<file path="src/design/fva_pkg.sv">
// ----------------------------------------------------------------------------
// fva_pkg
// Shared constants, types and codes of the flagged visibility averager.
// ----------------------------------------------------------------------------
package fva_pkg;

    localparam int NUM_CHANNELS  = 1024;
    localparam int COUNT_BITS    = 16;
    localparam int SAMPLE_BITS   = 24;
    localparam int NUM_BASELINES = 3;
    localparam int NUM_POLS      = 2;
    localparam int SKIP_BITS     = 16;
    localparam int SKIP_RESET    = 135;

    localparam int SUM_W    = SAMPLE_BITS + COUNT_BITS;
    localparam int ENTRIES  = NUM_BASELINES * NUM_CHANNELS * NUM_POLS;
    localparam int ENTRY_AW = $clog2(ENTRIES);

    typedef logic [ENTRY_AW-1:0]          t_addr;
    typedef logic signed [SUM_W-1:0]      t_sum;
    typedef logic [COUNT_BITS-1:0]        t_cnt;
    typedef logic signed [SAMPLE_BITS-1:0] t_sample;

    // One accumulator entry as it is held in the memory.
    typedef struct packed {
        t_sum sum_re;
        t_sum sum_im;
        t_cnt cnt;
    } t_entry;

    localparam int ENTRY_W = $bits(t_entry);

    typedef enum logic [2:0] {
        STS_ADDED        = 3'd0,
        STS_SETTLING     = 3'd1,
        STS_BAD_BASELINE = 3'd2,
        STS_UNUSED_POL   = 3'd3,
        STS_FLAGGED      = 3'd4,
        STS_COUNT_FULL   = 3'd5,
        STS_READ_OK      = 3'd6,
        STS_READ_EMPTY   = 3'd7
    } t_status;

    typedef enum logic {
        OP_ACCUMULATE = 1'b0,
        OP_READ       = 1'b1
    } t_opcode;

    typedef enum logic [2:0] {
        FS_CLEAR,
        FS_IDLE,
        FS_LOOK,
        FS_EXEC,
        FS_DIV
    } t_state;

endpackage

</file>
<file path="src/design/fva_div.sv">
// ----------------------------------------------------------------------------
// fva_div
// Two-lane restoring divider: signed sums over an unsigned, non-zero count,
// one quotient bit per cycle, quotient truncated toward zero.
// ----------------------------------------------------------------------------
module fva_div (
    input  logic              i_clk,
    input  logic              i_rst_n,
    input  logic              i_start,
    input  fva_pkg::t_sum     i_num_re,
    input  fva_pkg::t_sum     i_num_im,
    input  fva_pkg::t_cnt     i_den,
    output logic              o_done,
    output fva_pkg::t_sample  o_quo_re,
    output fva_pkg::t_sample  o_quo_im
);

    localparam int CW = $clog2(fva_pkg::SUM_W + 1);

    logic                          r_run;
    logic                          r_done;
    logic [CW-1:0]                 r_steps;
    logic [fva_pkg::SUM_W-1:0]     r_q   [2];
    logic [fva_pkg::COUNT_BITS-1:0] r_rem [2];
    logic                          r_neg [2];
    fva_pkg::t_cnt                 r_den;

    logic [fva_pkg::SUM_W-1:0]     n_q   [2];
    logic [fva_pkg::COUNT_BITS-1:0] n_rem [2];
    logic [fva_pkg::SUM_W-1:0]     q_signed [2];

    // One restoring step for each lane: the dividend shifts out at the top
    // while quotient bits shift in at the bottom of the same register.
    always_comb begin
        logic [fva_pkg::COUNT_BITS:0] rem_sh;
        for (int l = 0; l < 2; l++) begin
            rem_sh = {r_rem[l], r_q[l][fva_pkg::SUM_W-1]};
            if (rem_sh >= {1'b0, r_den}) begin
                rem_sh   = rem_sh - {1'b0, r_den};
                n_q[l]   = {r_q[l][fva_pkg::SUM_W-2:0], 1'b1};
            end else begin
                n_q[l]   = {r_q[l][fva_pkg::SUM_W-2:0], 1'b0};
            end
            n_rem[l] = rem_sh[fva_pkg::COUNT_BITS-1:0];
        end
    end

    always_ff @(posedge i_clk) begin
        if (!i_rst_n) begin
            r_run  <= 1'b0;
            r_done <= 1'b0;
        end else begin
            r_done <= 1'b0;
            if (i_start) begin
                r_run <= 1'b1;
            end else if (r_run && r_steps == CW'(1)) begin
                r_run  <= 1'b0;
                r_done <= 1'b1;
            end
        end
    end

    always_ff @(posedge i_clk) begin
        if (i_start) begin
            r_steps  <= CW'(fva_pkg::SUM_W);
            r_den    <= i_den;
            r_neg[0] <= i_num_re[fva_pkg::SUM_W-1];
            r_neg[1] <= i_num_im[fva_pkg::SUM_W-1];
            r_q[0]   <= i_num_re[fva_pkg::SUM_W-1] ? -i_num_re : i_num_re;
            r_q[1]   <= i_num_im[fva_pkg::SUM_W-1] ? -i_num_im : i_num_im;
            r_rem[0] <= '0;
            r_rem[1] <= '0;
        end else if (r_run) begin
            r_steps <= r_steps - CW'(1);
            r_q     <= n_q;
            r_rem   <= n_rem;
        end
    end

    always_comb begin
        for (int l = 0; l < 2; l++) begin
            q_signed[l] = r_neg[l] ? -r_q[l] : r_q[l];
        end
    end

    assign o_done   = r_done;
    assign o_quo_re = q_signed[0][fva_pkg::SAMPLE_BITS-1:0];
    assign o_quo_im = q_signed[1][fva_pkg::SAMPLE_BITS-1:0];

endmodule

</file>
<file path="config.mk">
export PLATFORM = sky130hd
export DESIGN_NAME = fva_div
export DESIGN_NICKNAME = d
export VERILOG_FILES = /design/src/design/fva_pkg.sv /design/src/design/fva_div.sv
export SDC_FILE = /design/constraint.sdc
export NUM_CORES = 1
export LEC_CHECK = 0
export CAP_MARGIN = 20
export CORE_MARGIN = 3
export CORE_UTILIZATION = 45
export DETAILED_ROUTE_END_ITERATION = 6
export DONT_BUFFER_PORTS = 1
export GPL_TIMING_DRIVEN = 0
export MAX_ROUTING_LAYER = met4
export PLACE_DENSITY = 0.63
export SYNTH_ARGS = -nofsm -noshare
export SYNTH_HDL_FRONTEND = slang
export SYNTH_SLANG_ARGS = --single-unit
export TNS_END_PERCENT = 1
</file>
<file path="constraint.sdc">
create_clock -name i_clk -period 3.49 [get_ports i_clk]
set_clock_uncertainty 0.05 [all_clocks]
set_input_delay 0.349 -clock i_clk [delete_from_list [all_inputs] [get_ports i_clk]]
set_output_delay 0.349 -clock i_clk [all_outputs]
set_load 0.05 [all_outputs]
</file>
======== Word-level counts from Yosys, hierarchy flattened ========
Memory sizes are Yosys's and may differ from the RTL's.
Cells that the tools add are included.
word-level totals
  register bits after elaboration ......... 136
  latch bits .............................. 0
  memory bits (writable) .................. 2
  memory bits (read-only) ................. 0
  bits of input ports ..................... 99
  memories kept ........................... 1
operators by class
  $add $sub $neg .......................... 7
  multipliers ............................. 0
  divide/modulo/power cells ............... 0
  magnitude comparators ................... 2
  equal/unequal tests ..................... 1
  shift operators ......................... 0
  multiplexer cells ....................... 15
  bitwise logic cells ..................... 1
  reductions and logical operators ........ 4
memory list
  memory  depth  width  rd ports  clocked after Yosys merged registers in  write ports  RTL line       text
  r_neg   2      1      2         0                                        2            fva_div.sv:25  logic r_neg [2];
operators by type and width
  kind                 count
  $mux 80              2
  $mux 40              2
  $neg 40->40          2
  $mux 24              2
  $neg 24->24          2
  $ge 17x16->1         2
  $mux 16              2
  $sub 16x16->16       2
  $mux 1               7
  $eq 6x1->1 const B   1
  $sub 6x1->6 const B  1
  $reduce_bool 2->1    2
  $reduce_or 2->1      1
  $logic_and 1x1->1    1
  $not 1->1            1

======== Depth between registers and ports, before layout ========
  depth in word-level cells ............... 4
  depth in mapped cells ................... 11
  gate-level depth less buffers ........... 11

======== Worst setup path after synthesis ========
Ideal clock, no wire load.
  path kind ............................... register to output
  from .................................... reg r_q[5] (netlist name)
  to ...................................... out o_quo_im[16]
  arrival time ............................ 2.616 ns
  required time ........................... 3.091 ns
  slack ................................... 0.475 ns
  stages on the path, launching flop included .. 7
  buffers on the path ..................... 0
  cell sequence ........................... edfxtp_1 > or4_1 > or3_1 > or3_1 > nand2b_1 > o31ai_1 > xnor2_1
on the way
  longest elaborated chain between the ends .. 2
RTL lines
  what                      RTL line       text
  start: declaration        fva_div.sv:23  logic [fva_pkg::SUM_W-1:0] r_q [2];
  start signal: assignment  fva_div.sv:75  r_q <= n_q;
  $neg 24->24               fva_div.sv:82  q_signed[l] = r_neg[l] ? -r_q[l] : r_q[l];
  $mux 24                   fva_div.sv:82
  end: declaration          fva_div.sv:15  output fva_pkg::t_sample o_quo_im
Every way passes these cells.

======== Worst setup path after layout ========
  from .................................... reg r_q[6] (netlist name)
  to ...................................... out o_quo_im[16]
The elaborated chain is that of the path after synthesis.

==> impl_results.md <==
- Io pins: 148
- Layout Cells excl Fill: 1369
- Core Footprint: 0.0205 sq mm
- Normalized max-slew margin: 24.5%
- Cells after DPL: 1317
- Maximum vdd ir drop: 0.303 mV
- Final setup violation count: 4
- Post-synth EDFFs: 98
- Row count: 52
- Minimum clock period: 3.57 ns
- Worst-Margin Slew: 1.12 ns
- DRT iter0 DRCs: 538
- Worst Hold Launch: i_num_re[34]
- Fraction of layout instances using a drive strength above 1: 6.82%
- CTS tree: built
- Ys Warns: 0
- Most frequent CP cell: or3_1
- Cells after synthesis: 1046
- Drt drc: 0
- TritonCTS Buffers: 17
- Min-delay worst type: primary input to flip-flop
- Initial antenna violation count: 0
- Pre-CTS setup slack: 0.107 ns
- Switch share: 33.3%
- Area contributors post-synth: edfxtp_1, dfxtp_1, xor2_1, xnor2_1, a21oi_1
- CP startpoint: r_q[6]
- H-tree Lvls: 4
- Clk buf depth: 2
- Status: complete, but fails checks
- 1st-pass router iterations: 5
- Seq/Total Area, Yosys: 39.4%
- Largest net degree at the start of global routing: 42
- Total number of vias: 7967
- Die Y-Extent: 151 um
- Worst skew pair latency: 0.42 ns
- Finished Core Util: 52.9%
- Top_reg_cell synth: edfxtp_1
- Crit path kind: flip-flop to output port
- Port Buffers: 0
- Dpl hpwl: 18600 um
- Synth Register Bits: 138
- Pwr/cell area: 476 mW/mm^2
- Post-Syn Nets: 1185
- Area Overhead vs Synth: 13.9%
- Reg2reg start: r_den[1]
- Most frequent cells in the layout: nor2_1, a21oi_1, edfxtp_1
- Fmax achieved: 0.280 GHz
- CTS clk-pin slew, worst paths: 0.06 ns
- Fin. max-slew vios: 0
- Unique masters post-synth: 60
- Detailed Route WL: 25500 um
- Die Wd: 151 um
- RSZ-0062 raised after global routing: true
- Gr usage total: 23.0%
- Synth Area per Inst: 9.09 sq um
- Comb power frac: 23.8%
- GRT overflow: 0
- Clock Sinks: 138
- Clk network pwr share: 36.2%
- Worst-path maximum fanout: 5
- Post-synth top area cell: edfxtp_1
- Fin. Hold Viols: 0
- PnR worst setup slack: -0.0850 ns
- Placer Congestion: 0.894
- Failing checks: setup timing
- Hold Slack: 0.161 ns
- CP Launch Type: flip-flop
- Routed Antenna Nets: 0
- Root buffer selected by CTS: clkbuf_16
- CP endpoint kind: output port
- NumNets Final: 1225
- WL per Instance: 18.7 um
- Fin crit share: 102%
- Reg power frac: 40.0%
- Critical path data required time: 3.09 ns
- First-pass GRT wire length: 40700 um
- Mapped Area: 0.00951 sq mm
- Routed vias/inst: 5.82
- Max incr delay on CP: 0.60 ns
- FFs w/ async S/R, synth: 0%
- Internal Power: 0.00344 W
- CP arrival: 3.18 ns
- Commonest non-fill, non-tap cell in the layout: nor2_1
- Initial core utilization: 46.4%
- P_leak: 3.96 nW
- Top-area cell type share of the netlist area: 30.9%
- Critical-path cell list: or4_1, or3_1, or3_1, nand2b_1, o31ai_4, xnor2_4
- Antenna diode count: 0
- Number of global-route vias before repair: 7810
- Maxcap violations: 0
- Die Area: 0.0229 sq mm
- Net switching power figure: 0.00172 W
- Max stage delay cell, worst path: or4_1
[cell families (layout without fill, tap and decap cells)]
logic type | Yosys count | after routing | synth area share [%]
mux | 11 | 11 | 1.17
compound gates | 302 | 302 | 20.4
flops | 138 | 138 | 39.4
xor+xnor | 144 | 144 | 13.3
fa+ha+maj | 40 | 40 | 5.42
buf+inv | 85 | 138 | 3.43
simple gates | 326 | 326 | 17.0
[power by group through the flow]
| stage | sequential, W | clock (W) | combinational, W |
|---|---|---|---|
| after global routing | 0.00208 | 0.00196 | 0.00133 |
| after detailed placement | 0.00208 | 0 | 0.00117 |
| final | 0.00206 | 0.00187 | 0.00123 |
| after CTS | 0.00205 | 0.00189 | 0.00121 |
| after floorplan | 0.00205 | 0 | 0.00101 |
| after global placement | 0.00209 | 0 | 0.00115 |
[what timing repair did]
action                                  4_1_cts  5_1_grt
endpoints found under the hold margin        37        0
pin swaps                                     1        0
gates resized for setup                       9       17
setup buffers                                 0        0
hold buffers                                 20        0
endpoints found under the setup margin        7       30
[cell type report]
type	instances	area, sq um
Sequential cell	138	3740
Clock buffer	19	433
Buffer	48	189
Multi-Input combinational cell	823	5600
Timing Repair Buffer	21	220
Fill cell	1956	9660
Tap cell	270	338
Inverter	37	141
Clock inverter	13	166
[sequential cells by signal, summed over array words and instances (netlist names)]
register / count
r_run: 1
o_done: 1
r_den: 16
r_steps: 6
r_rem: 32
r_neg: 2
r_q: 80
[worst max-delay path: cells and delay by family (launching register included)]
family,cells,cell delay (ns)
XOR/XNOR,1,0.26
AO/OA/AOI/OAI,1,0.34
flip-flops,1,0.45
AND/OR/NAND/NOR,4,1.69
[cells in the mapped netlist, types with 8 or more instances]
| cell type | count |
|---|---|
| nor2_1 | 129 |
| a21oi_1 | 104 |
| edfxtp_1 | 98 |
| xor2_1 | 79 |
| o21ai_0 | 68 |
| xnor2_1 | 65 |
| nand2_1 | 58 |
| clkbuf_1 | 45 |
| dfxtp_1 | 40 |
| o31ai_1 | 40 |
| ha_1 | 38 |
| inv_1 | 37 |
| or3_1 | 28 |
| nor3_1 | 17 |
| a211oi_1 | 15 |
| nand2b_1 | 15 |
| nand3_1 | 13 |
| o41ai_1 | 13 |
| a32oi_1 | 12 |
| nor4_1 | 11 |
| mux2i_1 | 10 |
| or4_1 | 10 |
| nor2b_1 | 9 |
| a21o_1 | 8 |
[stage by stage]
step | TNS (ns) | area [sq um] | total power [W]
5_1_grt | -1.10 | 10800 | 0.00538
6_report | -0.222 | 10800 | 0.00516
3_3_place_gp | -61.35 | 9850 | 0.00324
3_5_place_dp | 0 | 9870 | 0.00325
4_1_cts | -0.169 | 10700 | 0.00516
2_1_floorplan | 0 | 9510 | 0.00305
[final timing paths]
| path | cells past startpoint | slack, ns | end |
|---|---|---|---|
| worst max-delay path | 6 | -0.08 | o_quo_im[16] |
| worst min register to register | 2 | 0.43 | r_rem[31] |
| worst max register to register | 10 | 0.27 | r_rem[25] |
| worst min-delay path | 2 | 0.16 | r_q[74] |
[routing by layer]
layer  vias to the layer above  GRT usage (%)  share of wire (%)
li1                       3929              -                  -
met3                        26           5.63                6.0
met4                         0           5.67                1.4
met2                       200           35.3                 47
met1                      3812           30.8                 46
met5                         -              -                  0
(Power assumes the default switching activity.)
