==> src/design/fva_ram.sv <==
// ----------------------------------------------------------------------------
// fva_ram
// Generic simple dual-port RAM: one write port, one read port, registered read.
// ----------------------------------------------------------------------------
module fva_ram #(
    parameter int WIDTH = 8,
    parameter int DEPTH = 16
) (
    input  logic                     i_clk,
    input  logic                     i_we,
    input  logic [$clog2(DEPTH)-1:0] i_waddr,
    input  logic [WIDTH-1:0]         i_wdata,
    input  logic                     i_re,
    input  logic [$clog2(DEPTH)-1:0] i_raddr,
    output logic [WIDTH-1:0]         o_rdata
);

    logic [WIDTH-1:0] mem [DEPTH];
    logic [WIDTH-1:0] r_rdata;

    always_ff @(posedge i_clk) begin
        if (i_we) begin
            mem[i_waddr] <= i_wdata;
        end
        if (i_re) begin
            r_rdata <= mem[i_raddr];
        end
    end

    assign o_rdata = r_rdata;

endmodule

==> config.mk <==
export PLATFORM = sky130hd
export DESIGN_NAME = fva_ram
export DESIGN_NICKNAME = d
export VERILOG_FILES = /design/src/design/fva_ram.sv
export SDC_FILE = /design/constraint.sdc
export NUM_CORES = 1
export LEC_CHECK = 0
export BUFFER_PORTS_ARGS = -buffer_cell sky130_fd_sc_hd__clkbuf_2
export CORE_UTILIZATION = 60
export CTS_CLUSTER_SIZE = 12
export DETAILED_ROUTE_END_ITERATION = 10
export PLACE_DENSITY_LB_ADDON = 0.05
export SLEW_MARGIN = 5
export SYNTH_ARGS = -nofsm -noshare
export SYNTH_HDL_FRONTEND = slang
export SYNTH_SLANG_ARGS = --single-unit
==> constraint.sdc <==
create_clock -name i_clk -period 4.3 [get_ports i_clk]
set_input_delay 0.86 -clock i_clk [delete_from_list [all_inputs] [get_ports i_clk]]
set_output_delay 0.86 -clock i_clk [all_outputs]
set_load 0.005 [all_outputs]
=== Word-level counts from Yosys, hierarchy flattened ===
Memories as Yosys holds them, arrays and structs flattened. A register that Yosys moved wholly into a read port is not among the register bits.
Cells that the tools add are included.

* Mux-type cells: 2

{| class="wikitable"
|+ Operators by type and width
! kind !! count
|-
| 1-bit 2-to-1 mux || 2
|}

* Word-level logic and storage cells: 3
* Bits of input ports: 19
* Flip-flop bits (word level): 0
* Output and inout port bits: 8
* Memories kept: 1
* Bits in writable memories: 128

{| class="wikitable"
|+ Memories
! memory !! words !! bits a word !! read ports !! clocked after Yosys merged registers in !! write ports !! RTL line !! text
|-
| mem || 16 || 8 || 1 || 1 || 1 || 18 || <nowiki>logic [WIDTH-1:0] mem [DEPTH];</nowiki>
|}

=== Longest topological paths before layout ===
Gate-level depths: netlist of the first run.

* Depth in word-level cells: 2
* Depth in mapped cells: 5
* Depth with buffers taken out: 3

=== Worst setup path before layout of the first run ===
OpenSTA, ideal clock, no wires.

* Path kind: input -> register
* Start point: input port i_waddr[2]
* End point: memory mem[0][0] (enable)
* Slack: 1947 ps
* Required time: 3917 ps
* Library setup time: 383 ps
* Arrival time: 1970 ps
* Stages: 2
* Buffers on the path: 0
* Cell sequence: or3b_2 -> nor3_1

{| class="wikitable"
|+ RTL lines
! element !! RTL line !! text
|-
| start: declaration || 11 || <nowiki>input logic [$clog2(DEPTH)-1:0] i_waddr,</nowiki>
|-
| end: declaration || 18 ||
|}

Straight into the memory's write port.

==> impl_summary.txt, run 1 <==
----------------------------------------------------
[Floorplan]
  Die Y ... around 95 µm
  Count of standard-cell rows ... 33
  Starting Density ... 62.7%
  # IOs ... 27
  Die width ... 95.3 µm
  Total die area ... a little over 9000 µm²
  Core outline area ... 8340 µm²

[Logic synthesis]
  Number of distinct library cells after synthesis ... 18
  Synth top area cells ... sky130_fd_sc_hd__edfxtp_1 (78%), sky130_fd_sc_hd__mux4_2 (7.8%), sky130_fd_sc_hd__mux4_1 (7.0%)
  Fraction of synthesized cell area taken by the top area cell type ... 78.1%
  Share of async-settable or async-resettable flops after synthesis ... 0%
  Yosys reg bits ... 136
  Most common cell in the synthesized netlist ... sky130_fd_sc_hd__edfxtp_1
  Count of flip-flops with a built-in enable after synthesis ... 136
  Proportion of synthesized chip area in sequential cells ... 78.1%
  Most frequent cells after synthesis ... sky130_fd_sc_hd__edfxtp_1 (136), sky130_fd_sc_hd__mux4_2 (18), sky130_fd_sc_hd__a22oi_1 (16)
  Total nets after synthesis ... 248
  Cell taking the most area after synthesis ... sky130_fd_sc_hd__edfxtp_1
  Predominant post-synthesis flop cell ... sky130_fd_sc_hd__edfxtp_1
  Mean Syn Cell Area ... roughly 23 µm²
  Cell Area, Synth ... 5230 µm²
  Cells after synthesis ... roughly 230
  Number of warnings reported in the yosys synthesis log ... 0

[Placement]
  HPWL Detailed ... around 6000 µm
  Final estimated routing congestion in global placement ... 0.729
  Input/output buffers ... 26

[Clock network]
  Number of hold-repair buffers added at the cts stage ... 0
  Clock tree from TritonCTS ... yes
  Root Driver ... sky130_fd_sc_hd__clkbuf_8
  Worst skew pair latency ... between 0.5 and 0.6 ns
  Number of buffers created by CTS ... 17
  Number of H-tree levels ... 4
  Number of buffers added for setup after CTS ... 0
  Number of cells upsized or downsized after cts ... 0
  Worst-path clk slew ... ~0.06 ns
  Buffer depth of the longest clock path ... 2
  # clock sinks ... 136

[STA]
  Actual slew at the worst max-slew pin ... 0.893 ns
  Clock period minus final worst setup slack ... roughly 2.5 ns
  Unrepaired setup endpoints after global routing ... false
  Period utilisation layout ... a little under 60%
  Sum of negative setup slack ... 0 ns
  Slew margin rel. ... between 40% and 50%
  Highest clock frequency the design can meet ... 400 MHz
  Fin. Hold Viols ... 0
  Final Max Slew Viols ... 0
  Setup violations, final ... 0
  Worst setup skew after layout ... 0.0195 ns

[Finish]
  Ratio of cells with drive above 1 in the final layout ... 28.4%
  Fillers ... roughly 500
  Net total in the final layout ... 288
  Final Core Density ... between 70% and 80%
  Diode count ... 0
  Layout-stage area growth over the synthesis result ... 14.4%

[Run]
  Total of max-cap violations ... 0

[Critical path]
  Required time of the critical path ... roughly 4.6 ns
  Type of element capturing the critical path ... flip-flop
  Worst-path maximum fanout ... 21
  Type of origin of the critical path ... input port
  Worst setup path class ... input port to flip-flop
  Data arrival, critical path ... 2.75 ns

[Global route]
  Via count of the first global-routing pass ... 2410
  Maximum number of pins on one net before global-route repair ... 33
  Global router's overall resource usage ... 24.5%
  Number of antenna violations at the first check in global routing ... 0
  GR Overflow Total ... 0
  Global-route wire length before repair ... ~15000 µm

[Pwr]
  Peak ir drop on the vdd network ... roughly 0.31 mV
  Leakage component of the power ... 2.00 nW
  P per Cell Area ... 490 nW/µm²

[Route]
  Wirelength per Cell ... ~25 µm
  Detail-routed via count per cell ... 6.15
  Remaining DRCs ... 0
  Final WL ... 9620 µm
  Remaining antenna violation count after routing ... 0
  Via count ... 2380
  Number of iterations in the first detailed-routing pass ... 4
  Iter 0 DRT Violations ... just under 200

[Min path]
  Type of the tightest min-delay check ... input port to flip-flop

[Status]
  Status ... complete, no violations

----------------------------------------------------
registers in the layout, summed over array words and instances, names as in the netlist:
signal   cells
mem        128
o_rdata      8
final cells by class:
cell class	instances	area [µm²]	share of cell area [%]
Clock buffer	17	414	6.92
Clock inverter	15	128	2.13
Multi-Input combinational cell	83	1060	17.7
Sequential cell	136	4080	68.3
Tap cell	105	131	2.20
Timing Repair Buffer	31	168	2.80
logic make-up (layout without fill, tap and decap cells):
family	count (synthesis)	in the layout	share of synthesized area, %
flops	136	136	78.1
mux	32	32	14.8
buf+inv	10	63	1.65
simple gates	35	35	3.14
compound gates	16	16	2.30
through the flow:
| step | area (µm²) | hold WS (ns) | total power, mW | cells | worst slack (ns) |
|---|---|---|---|---|---|
| 5_1_grt | 5980 | 0.733 | 3.02 | 387 | 1.66 |
| 4_1_cts | 5980 | 0.726 | 2.95 | 387 | 1.76 |
| 6_report | 5980 | 0.746 | 2.93 | 387 | 1.80 |
| 3_5_place_dp | 5440 | 0.739 | 1.66 | 355 | 1.24 |
| 3_3_place_gp | 5440 | 0.732 | 1.66 | 355 | 1.26 |
| 2_1_floorplan | 5230 | 0.705 | 1.60 | 229 | 1.95 |
cells in the final DEF, fill, tap and decap left out, drive strengths merged:
cell	count
a22oi	16
and2	1
and2b	1
buf	5
bufinv	1
clkbuf	43
clkinv	7
clkinvlp	3
edfxtp	136
inv	4
mux4	32
nand2	9
nand2b	2
nand3	1
nand3b	2
nor2	13
nor2b	1
nor3	4
or3b	1
critical path: stages:
cell and delay, ns:
sky130_fd_sc_hd__clkbuf_2 0.58, sky130_fd_sc_hd__buf_4 0.38, sky130_fd_sc_hd__mux4_1 0.58, sky130_fd_sc_hd__a22oi_1 0.26
sky130_fd_sc_hd__nand2_1 0.08
power by group:
group          total [mW]  switching (mW)  internal, mW
Sequential           1.50         0.00714          1.49
Combinational       0.131          0.0787        0.0527
Clock                1.30           0.534         0.766
Total                2.93           0.620          2.31
metal layers:
| metal | vias to the layer above | track usage, % | part of all wire, % |
|---|---|---|---|
| met5 | - | 0 | 0 |
| met4 | 0 | 9.97 | 1.5 |
| met3 | 11 | 5.90 | 5.1 |
| met2 | 75 | 35.6 | 47 |
| met1 | 1232 | 36.4 | 46 |
| li1 | 1062 | - | - |
path summary, 6_finish.rpt:
kind / end / start / slack (ns) / depth (start not counted)
max reg2reg: o_rdata[2] / mem[9][2] / 2.73 / 3
min reg2reg: o_rdata[7] / mem[14][7] / 0.76 / 3
max: o_rdata[3] / i_raddr[0] / 1.80 / 5
min: o_rdata[7] / i_re / 0.75 / 1
Power figures use the tool's default switching activity.
==> run 2, diff against run 1 <==
--- a/config.mk
+++ b/config.mk
@@ -6,7 +6,7 @@
 export NUM_CORES = 1
 export LEC_CHECK = 0
 export BUFFER_PORTS_ARGS = -buffer_cell sky130_fd_sc_hd__clkbuf_2
-export CORE_UTILIZATION = 60
+export CORE_UTILIZATION = 54
 export CTS_CLUSTER_SIZE = 12
 export DETAILED_ROUTE_END_ITERATION = 10
 export PLACE_DENSITY_LB_ADDON = 0.05
==> constraint.sdc (replaced) <==
create_clock -name i_clk -period 2.2 [get_ports i_clk]
set_input_delay 0.44 -clock i_clk [delete_from_list [all_inputs] [get_ports i_clk]]
set_output_delay 0.44 -clock i_clk [all_outputs]
set_load 0.005 [all_outputs]
==> run 2 against run 1 <==
Compared with the run above: via count up 2.1%; critical path type is now flip-flop to output port; sequential share of layout area decreased by 2.0 points; routed wire length decreased by 1.4%; sequential power is 96% higher; highest routed layer unchanged.
==> impl_summary.txt, run 2 (synthesized netlist as in run 1, its figures left out) <==
----------------------------------------------------
[Critical path]
  Type of origin of the critical path ... flip-flop
  Worst-path maximum fanout ... 1 (-95%)
  Required time of the critical path ... 1.76 ns (-2.79 ns)
  Data arrival, critical path ... 1.07 ns (-1.68 ns)
  Worst Path Buf+Inv ... 1 (-1)
  Type of element capturing the critical path ... output port
  Crit-path max cell delay ... 0.42 ns (-0.16 ns)
  Series of cell instances along the critical path ... clkbuf_2
  Worst setup path class ... flip-flop to output port
  Dominant delay contributor by cell family on the critical path ... flip-flops
  Slowest CP cell ... sky130_fd_sc_hd__edfxtp_1

[STA]
  Clock period minus final worst setup slack ... about 1.5 ns
  Sum of negative setup slack ... 0 ns (unchanged)
  Actual slew at the worst max-slew pin ... 0.392 ns (-0.500 ns)
  Unrepaired setup endpoints after global routing ... false
  Highest clock frequency the design can meet ... 661 MHz
  Period utilisation layout ... 68.8%
  Setup violations, final ... 0 (unchanged)
  Worst setup skew after layout ... 0.00650 ns (-0.0130 ns)
  Final Max Slew Viols ... 0 (unchanged)
  Slew margin rel. ... 73.8% (+33 points)
  Fin. Hold Viols ... 0 (unchanged)

[Floorplan]
  Count of standard-cell rows ... 35 (+6.1%)
  Die Y ... 100 µm (+5.3%)
  Total die area ... 10100 µm² (+11%)
  Core outline area ... 9330 µm² (+12%)
  # IOs ... 27 (unchanged)
  Die width ... 100 µm (+5.3%)
  Starting Density ... 56.0% (-6.6 points)

[Finish]
  Seq. cell area ... 4080 µm² (unchanged)
  Ratio of cells with drive above 1 in the final layout ... 31.5% (+3.2 points)
  Multi-input gate area in the final layout ... 1060 µm² (unchanged)
  Most common cell after layout, fill and taps aside ... sky130_fd_sc_hd__edfxtp_1
  Layout-stage area growth over the synthesis result ... 18.0%
  Final Core Density ... 66.1% (-5.6 points)
  Diode count ... 0 (unchanged)
  Fillers ... 637 (+27%)
  Most flop-heavy register ... mem
  Net total in the final layout ... 304 (+5.6%)
  Most used cells in the layout excluding fill and tap cells ... sky130_fd_sc_hd__edfxtp_1 (136), sky130_fd_sc_hd__clkbuf_2 (26), sky130_fd_sc_hd__mux4_2 (18), sky130_fd_sc_hd__buf_4 (18)
  Flip-flop count of the largest register after layout ... 128 (unchanged)

[Clock network]
  Number of buffers added for setup after CTS ... 0 (unchanged)
  Number of cells upsized or downsized after cts ... 0 (unchanged)
  Worst-path clk slew ... 0.06 ns (about the same)
  Number of H-tree levels ... 4 (unchanged)
  Buffer depth of the longest clock path ... 2 (unchanged)
  Worst skew pair latency ... 0.51 ns (about the same)
  # clock sinks ... 136 (unchanged)
  Number of hold-repair buffers added at the cts stage ... 0 (unchanged)
  Clock tree from TritonCTS ... yes
  Root Driver ... sky130_fd_sc_hd__clkbuf_8
  Number of buffers created by CTS ... 17 (unchanged)

[Pwr]
  Peak ir drop on the vdd network ... 0.456 mV (+47%)
  Leakage component of the power ... 2.09 nW (+4.7%)
  P per Cell Area ... 931 nW/µm² (+90%)

[Status]
  Status ... complete, no violations

[Global route]
  Global router's overall resource usage ... 21.5% (-3.1 points)
  GR Overflow Total ... 0 (unchanged)
  Global-route wire length before repair ... 14400 µm (-1.8%)
  Maximum number of pins on one net before global-route repair ... 33 (unchanged)
  Via count of the first global-routing pass ... 2475 (+2.7%)
  Number of antenna violations at the first check in global routing ... 0 (unchanged)

[Route]
  Iter 0 DRT Violations ... 200 (+3.6%)
  Via count ... 2431 (+2.1%)
  Remaining antenna violation count after routing ... 0 (unchanged)
  Number of iterations in the first detailed-routing pass ... 5 (+1)
  Wirelength per Cell ... 22.2 µm (-11%)
  Final WL ... 9480 µm (-1.4%)
  Detail-routed via count per cell ... 5.69 (-7.4%)
  Remaining DRCs ... 0 (unchanged)

[Placement]
  HPWL Detailed ... 5880 µm (-2.6%)
  Final estimated routing congestion in global placement ... 0.759 (+4.1%)
  Input/output buffers ... 26 (unchanged)

[Run]
  Total of max-cap violations ... 0 (unchanged)

[Min path]
  Type of the tightest min-delay check ... input port to flip-flop

----------------------------------------------------
## run 2: power by group
part           switching [mW]  internal (mW)  total (mW)
sequential             0.0152           2.92        2.94
clock                    1.05           1.49        2.54
combinational           0.146          0.118       0.264
## run 2: final cells by class
type	instances	share of cell area, %
flip-flops and latches	136	66.2
multi-input cells	83	17.1
clock buffers	17	6.72
repair buffers	47	5.27
well taps	129	2.62
clock inverters	15	2.03
## run 2: worst paths after layout
check / start / cells after the start / slack [ns] / endpoint
min: i_re / 1 / 0.35 / o_rdata[7]
max reg2reg: mem[10][1] / 3 / 0.75 / o_rdata[1]
min reg2reg: mem[4][2] / 3 / 0.75 / o_rdata[2]
max: o_rdata[0] / 1 / 0.69 / o_rdata[0]
## run 2: routing by layer
layer | track usage (%) | vias to the layer above | share of wire [%]
li1 | - | 1097 | -
met1 | 31.2 | 1242 | 45
met2 | 32.1 | 83 | 48
met3 | 5.29 | 9 | 6.2
met4 | 8.03 | 0 | 0.90
met5 | 0 | - | 0
## run 2: stage by stage
step                hold WS [ns]  instances  cell area, µm²  setup WS, ns  power, mW
floorplan                  0.539        229            5230         0.267       3.13
finish                     0.349        427            6170         0.686       5.74
detailed placement         0.734        395            5630         0.168       3.26
CTS                        0.317        427            6170         0.643       5.79
global route               0.328        427            6170         0.615       5.92
global placement           0.726        395            5630         0.171       3.25
==> run 3, diff against run 2 <==
--- a/config.mk
+++ b/config.mk
@@ -6,7 +6,7 @@
 export NUM_CORES = 1
 export LEC_CHECK = 0
 export BUFFER_PORTS_ARGS = -buffer_cell sky130_fd_sc_hd__clkbuf_2
-export CORE_UTILIZATION = 54
+export CORE_UTILIZATION = 60
 export CTS_CLUSTER_SIZE = 12
 export DETAILED_ROUTE_END_ITERATION = 10
 export PLACE_DENSITY_LB_ADDON = 0.05
==> constraint.sdc (replaced) <==
create_clock -name i_clk -period 1.5 [get_ports i_clk]
set_input_delay 0.3 -clock i_clk [delete_from_list [all_inputs] [get_ports i_clk]]
set_output_delay 0.3 -clock i_clk [all_outputs]
set_load 0.005 [all_outputs]
==> run 3 against run 2 <==
Compared with the run above: critical path depth increased by 2; sequential cell count unchanged; sequential share of layout area up 0.34 points; final cell count down 4.9%; first-iteration DRC count grew 3.5%; clock power increased by 50%; via count up 2.3%; clock-buffer cell count unchanged; global-route usage increased by 3.3 points; sequential power increased by 47%; non-clock buffer count grew 6; combinational power grew 55%.
==> impl_summary.txt, run 3 (synthesized netlist as in run 1, its figures left out) <==
----------------------------------------------------
[Finish]
  Ratio of cells with drive above 1 in the final layout ... 39.2% (+7.7 points)
  Most used cells in the layout excluding fill and tap cells ... sky130_fd_sc_hd__edfxtp_1 (136), sky130_fd_sc_hd__mux4_2 (31), sky130_fd_sc_hd__clkbuf_2 (26), sky130_fd_sc_hd__buf_4 (26), sky130_fd_sc_hd__clkbuf_16 (16)
  Final Core Density ... 73.6% (+7.5 points)
  Most common cell after layout, fill and taps aside ... sky130_fd_sc_hd__edfxtp_1
  Diode count ... 0 (unchanged)
  Layout-stage area growth over the synthesis result ... 17.4%
  Most flop-heavy register ... mem
  Net total in the final layout ... 310 (+2.0%)
  Count of non-filler cells in the finished layout ... 406 (-4.9%)
  Flip-flop count of the largest register after layout ... 128 (unchanged)

[Run]
  Total of max-cap violations ... 0 (unchanged)

[Critical path]
  Type of origin of the critical path ... flip-flop
  Data arrival, critical path ... 1.74 ns (+0.67 ns)
  Critical register-to-register path startpoint ... mem[11][5]
  Endpoint of the worst-slack reg-to-reg timing path ... o_rdata[5]
  FF-to-FF path depth ... 3 (unchanged)
  Required time of the critical path ... 1.76 ns (about the same)
  Type of element capturing the critical path ... flip-flop
  Worst setup path class ... flip-flop to flip-flop
  Worst-path maximum fanout ... 1 (unchanged)
  R2R Setup Slk ... 0.02 ns (-0.73 ns)

[STA]
  Slew margin rel. ... 46.4% (-27 points)
  Actual slew at the worst max-slew pin ... 0.803 ns (+0.410 ns)
  Period utilisation layout ... 98.4%
  Unrepaired setup endpoints after global routing ... true
  Sum of negative setup slack ... 0 ns (unchanged)
  Final Max Slew Viols ... 0 (unchanged)
  Fin. Hold Viols ... 0 (unchanged)
  Worst setup skew after layout ... 0.0109 ns (+0.00438 ns)
  Final worst setup slack ... 0.0247 ns (-0.662 ns)
  Clock period minus final worst setup slack ... 1.48 ns
  Hold_ws ... 0.197 ns (-0.152 ns)
  Highest clock frequency the design can meet ... ~680 MHz
  Setup violations, final ... 0 (unchanged)

[Pwr]
  Net Switching ... 1.74 mW (+44%)
  Switching share of power ... 20.4% (-0.71 points)
  P per Cell Area ... 1390 nW/µm² (+49%)
  Leakage component of the power ... 2.06 nW (-1.8%)
  Peak ir drop on the vdd network ... 0.890 mV (+95%)
  Combinational group share of total power ... 4.8% (+0.2 points)
  Power Internal ... 6.79 mW (+50%)
  Sequential share of power ... 50.5% (-0.6 points)
  Clock share of power ... 44.7% (+0.4 points)

[Placement]
  Final estimated routing congestion in global placement ... 0.748 (-1.4%)
  HPWL Detailed ... 6250 µm (+6.3%)
  Dpl ws ... -0.447 ns (-0.615 ns)
  Input/output buffers ... 26 (unchanged)
  Instance count after placement with tap cells included ... 377 (-4.6%)

[Status]
  Status ... complete, no violations

[Global route]
  Via count of the first global-routing pass ... 2490 (+0.61%)
  Global-route wire length before repair ... 14500 µm (+0.48%)
  Maximum number of pins on one net before global-route repair ... 17 (-48%)
  Number of antenna violations at the first check in global routing ... 0 (unchanged)
  Global router's overall resource usage ... 24.8% (+3.3 points)
  GR Overflow Total ... 0 (unchanged)

[Clock network]
  Worst skew pair latency ... 0.53 ns (+0.02 ns)
  Number of buffers created by CTS ... 17 (unchanged)
  Number of hold-repair buffers added at the cts stage ... 0 (unchanged)
  Clock tree from TritonCTS ... yes
  Number of buffers added for setup after CTS ... 0 (unchanged)
  Root Driver ... sky130_fd_sc_hd__clkbuf_8
  Worst-path clk slew ... 0.06 ns (about the same)
  Number of cells upsized or downsized after cts ... 2 (+2)
  Number of H-tree levels ... 4 (unchanged)
  Buffer depth of the longest clock path ... 2 (unchanged)
  # clock sinks ... 136 (unchanged)

[Route]
  Detail-routed via count per cell ... 6.13 (+7.6%)
  Final WL ... 9920 µm (+4.6%)
  Remaining DRCs ... 0 (unchanged)
  Iter 0 DRT Violations ... 207 (+3.5%)
  Number of iterations in the first detailed-routing pass ... 4 (-1)
  Via count ... 2488 (+2.3%)
  Wirelength per Cell ... 24.4 µm (+10%)
  Remaining antenna violation count after routing ... 0 (unchanged)

[Floorplan]
  Starting Density ... 62.7% (+6.6 points)
  Die Y ... 95.3 µm (-5.0%)
  Count of standard-cell rows ... 33 (-5.7%)
  Die width ... 95.3 µm (-5.0%)
  Total die area ... 9090 µm² (-9.8%)
  Core outline area ... 8340 µm² (-11%)
  # IOs ... 27 (unchanged)

[Min path]
  Type of the tightest min-delay check ... input port to flip-flop
  Hold path depth ... 1 (unchanged)
  End point of the worst hold path ... mem[6][3]
  Hold path start ... i_wdata[3]

----------------------------------------------------
==> run 3: cell types whose count changed in the layout (fill, tap and decap cells not counted), sizes merged <==
cell,before,now
inv,4,0
bufinv,1,2
clkinv,7,4
clkinvlp,3,6
buf,21,27
==> run 3: power groups by stage <==
stage          Sequential (mW)  Clock [mW]  Combinational [mW]
2_1_floorplan             4.38           0               0.235
3_3_place_gp              4.38           0               0.399
3_5_place_dp              4.39           0               0.408
4_1_cts                   4.31        3.85               0.416
5_1_grt                   4.32        4.00               0.444
6_report                  4.31        3.81               0.409
==> run 3: final cells by class <==
type | instances | area, µm²
Clock inverter | 12 | 133
Fill cell | 497 | 2200
Sequential cell | 136 | 4080
Multi-Input combinational cell | 83 | 1030
Tap cell | 105 | 131
Timing Repair Buffer | 53 | 345
Clock buffer | 17 | 414
==> run 3: worst max path at each step <==
stage                from    endpoint  slack [ns]  cells past startpoint
4_1_cts        mem[11][6]  o_rdata[6]        0.02                      3
6_report       mem[11][5]  o_rdata[5]        0.02                      3
5_1_grt        mem[11][5]  o_rdata[5]       -0.02                      3
3_3_place_gp   i_raddr[0]  o_rdata[1]       -0.39                      5
3_5_place_dp   i_raddr[0]  o_rdata[1]       -0.45                      5
2_1_floorplan  i_waddr[2]   mem[3][0]       -0.07                      2
==> run 3: critical path, stage by stage (launching register included) <==
cell	delay (ns)
sky130_fd_sc_hd__edfxtp_1	0.37
sky130_fd_sc_hd__mux4_2	0.48
sky130_fd_sc_hd__a22oi_2	0.25
sky130_fd_sc_hd__nand2_1	0.11
==> run 3: stage by stage <==
stage	instance area (µm²)	power (mW)
floorplan	5220	4.61
global placement	5570	4.78
detailed placement	5570	4.80
CTS	6130	8.58
global route	6140	8.76
finish	6140	8.53
==> run 3: per-layer routing <==
layer,vias to the layer above,track usage [%],share of wire [%]
li1,1088,-,-
met5,-,0,0
met4,0,10.5,1.4
met1,1272,34.8,42
met2,118,36.4,49
met3,10,7.89,7.8
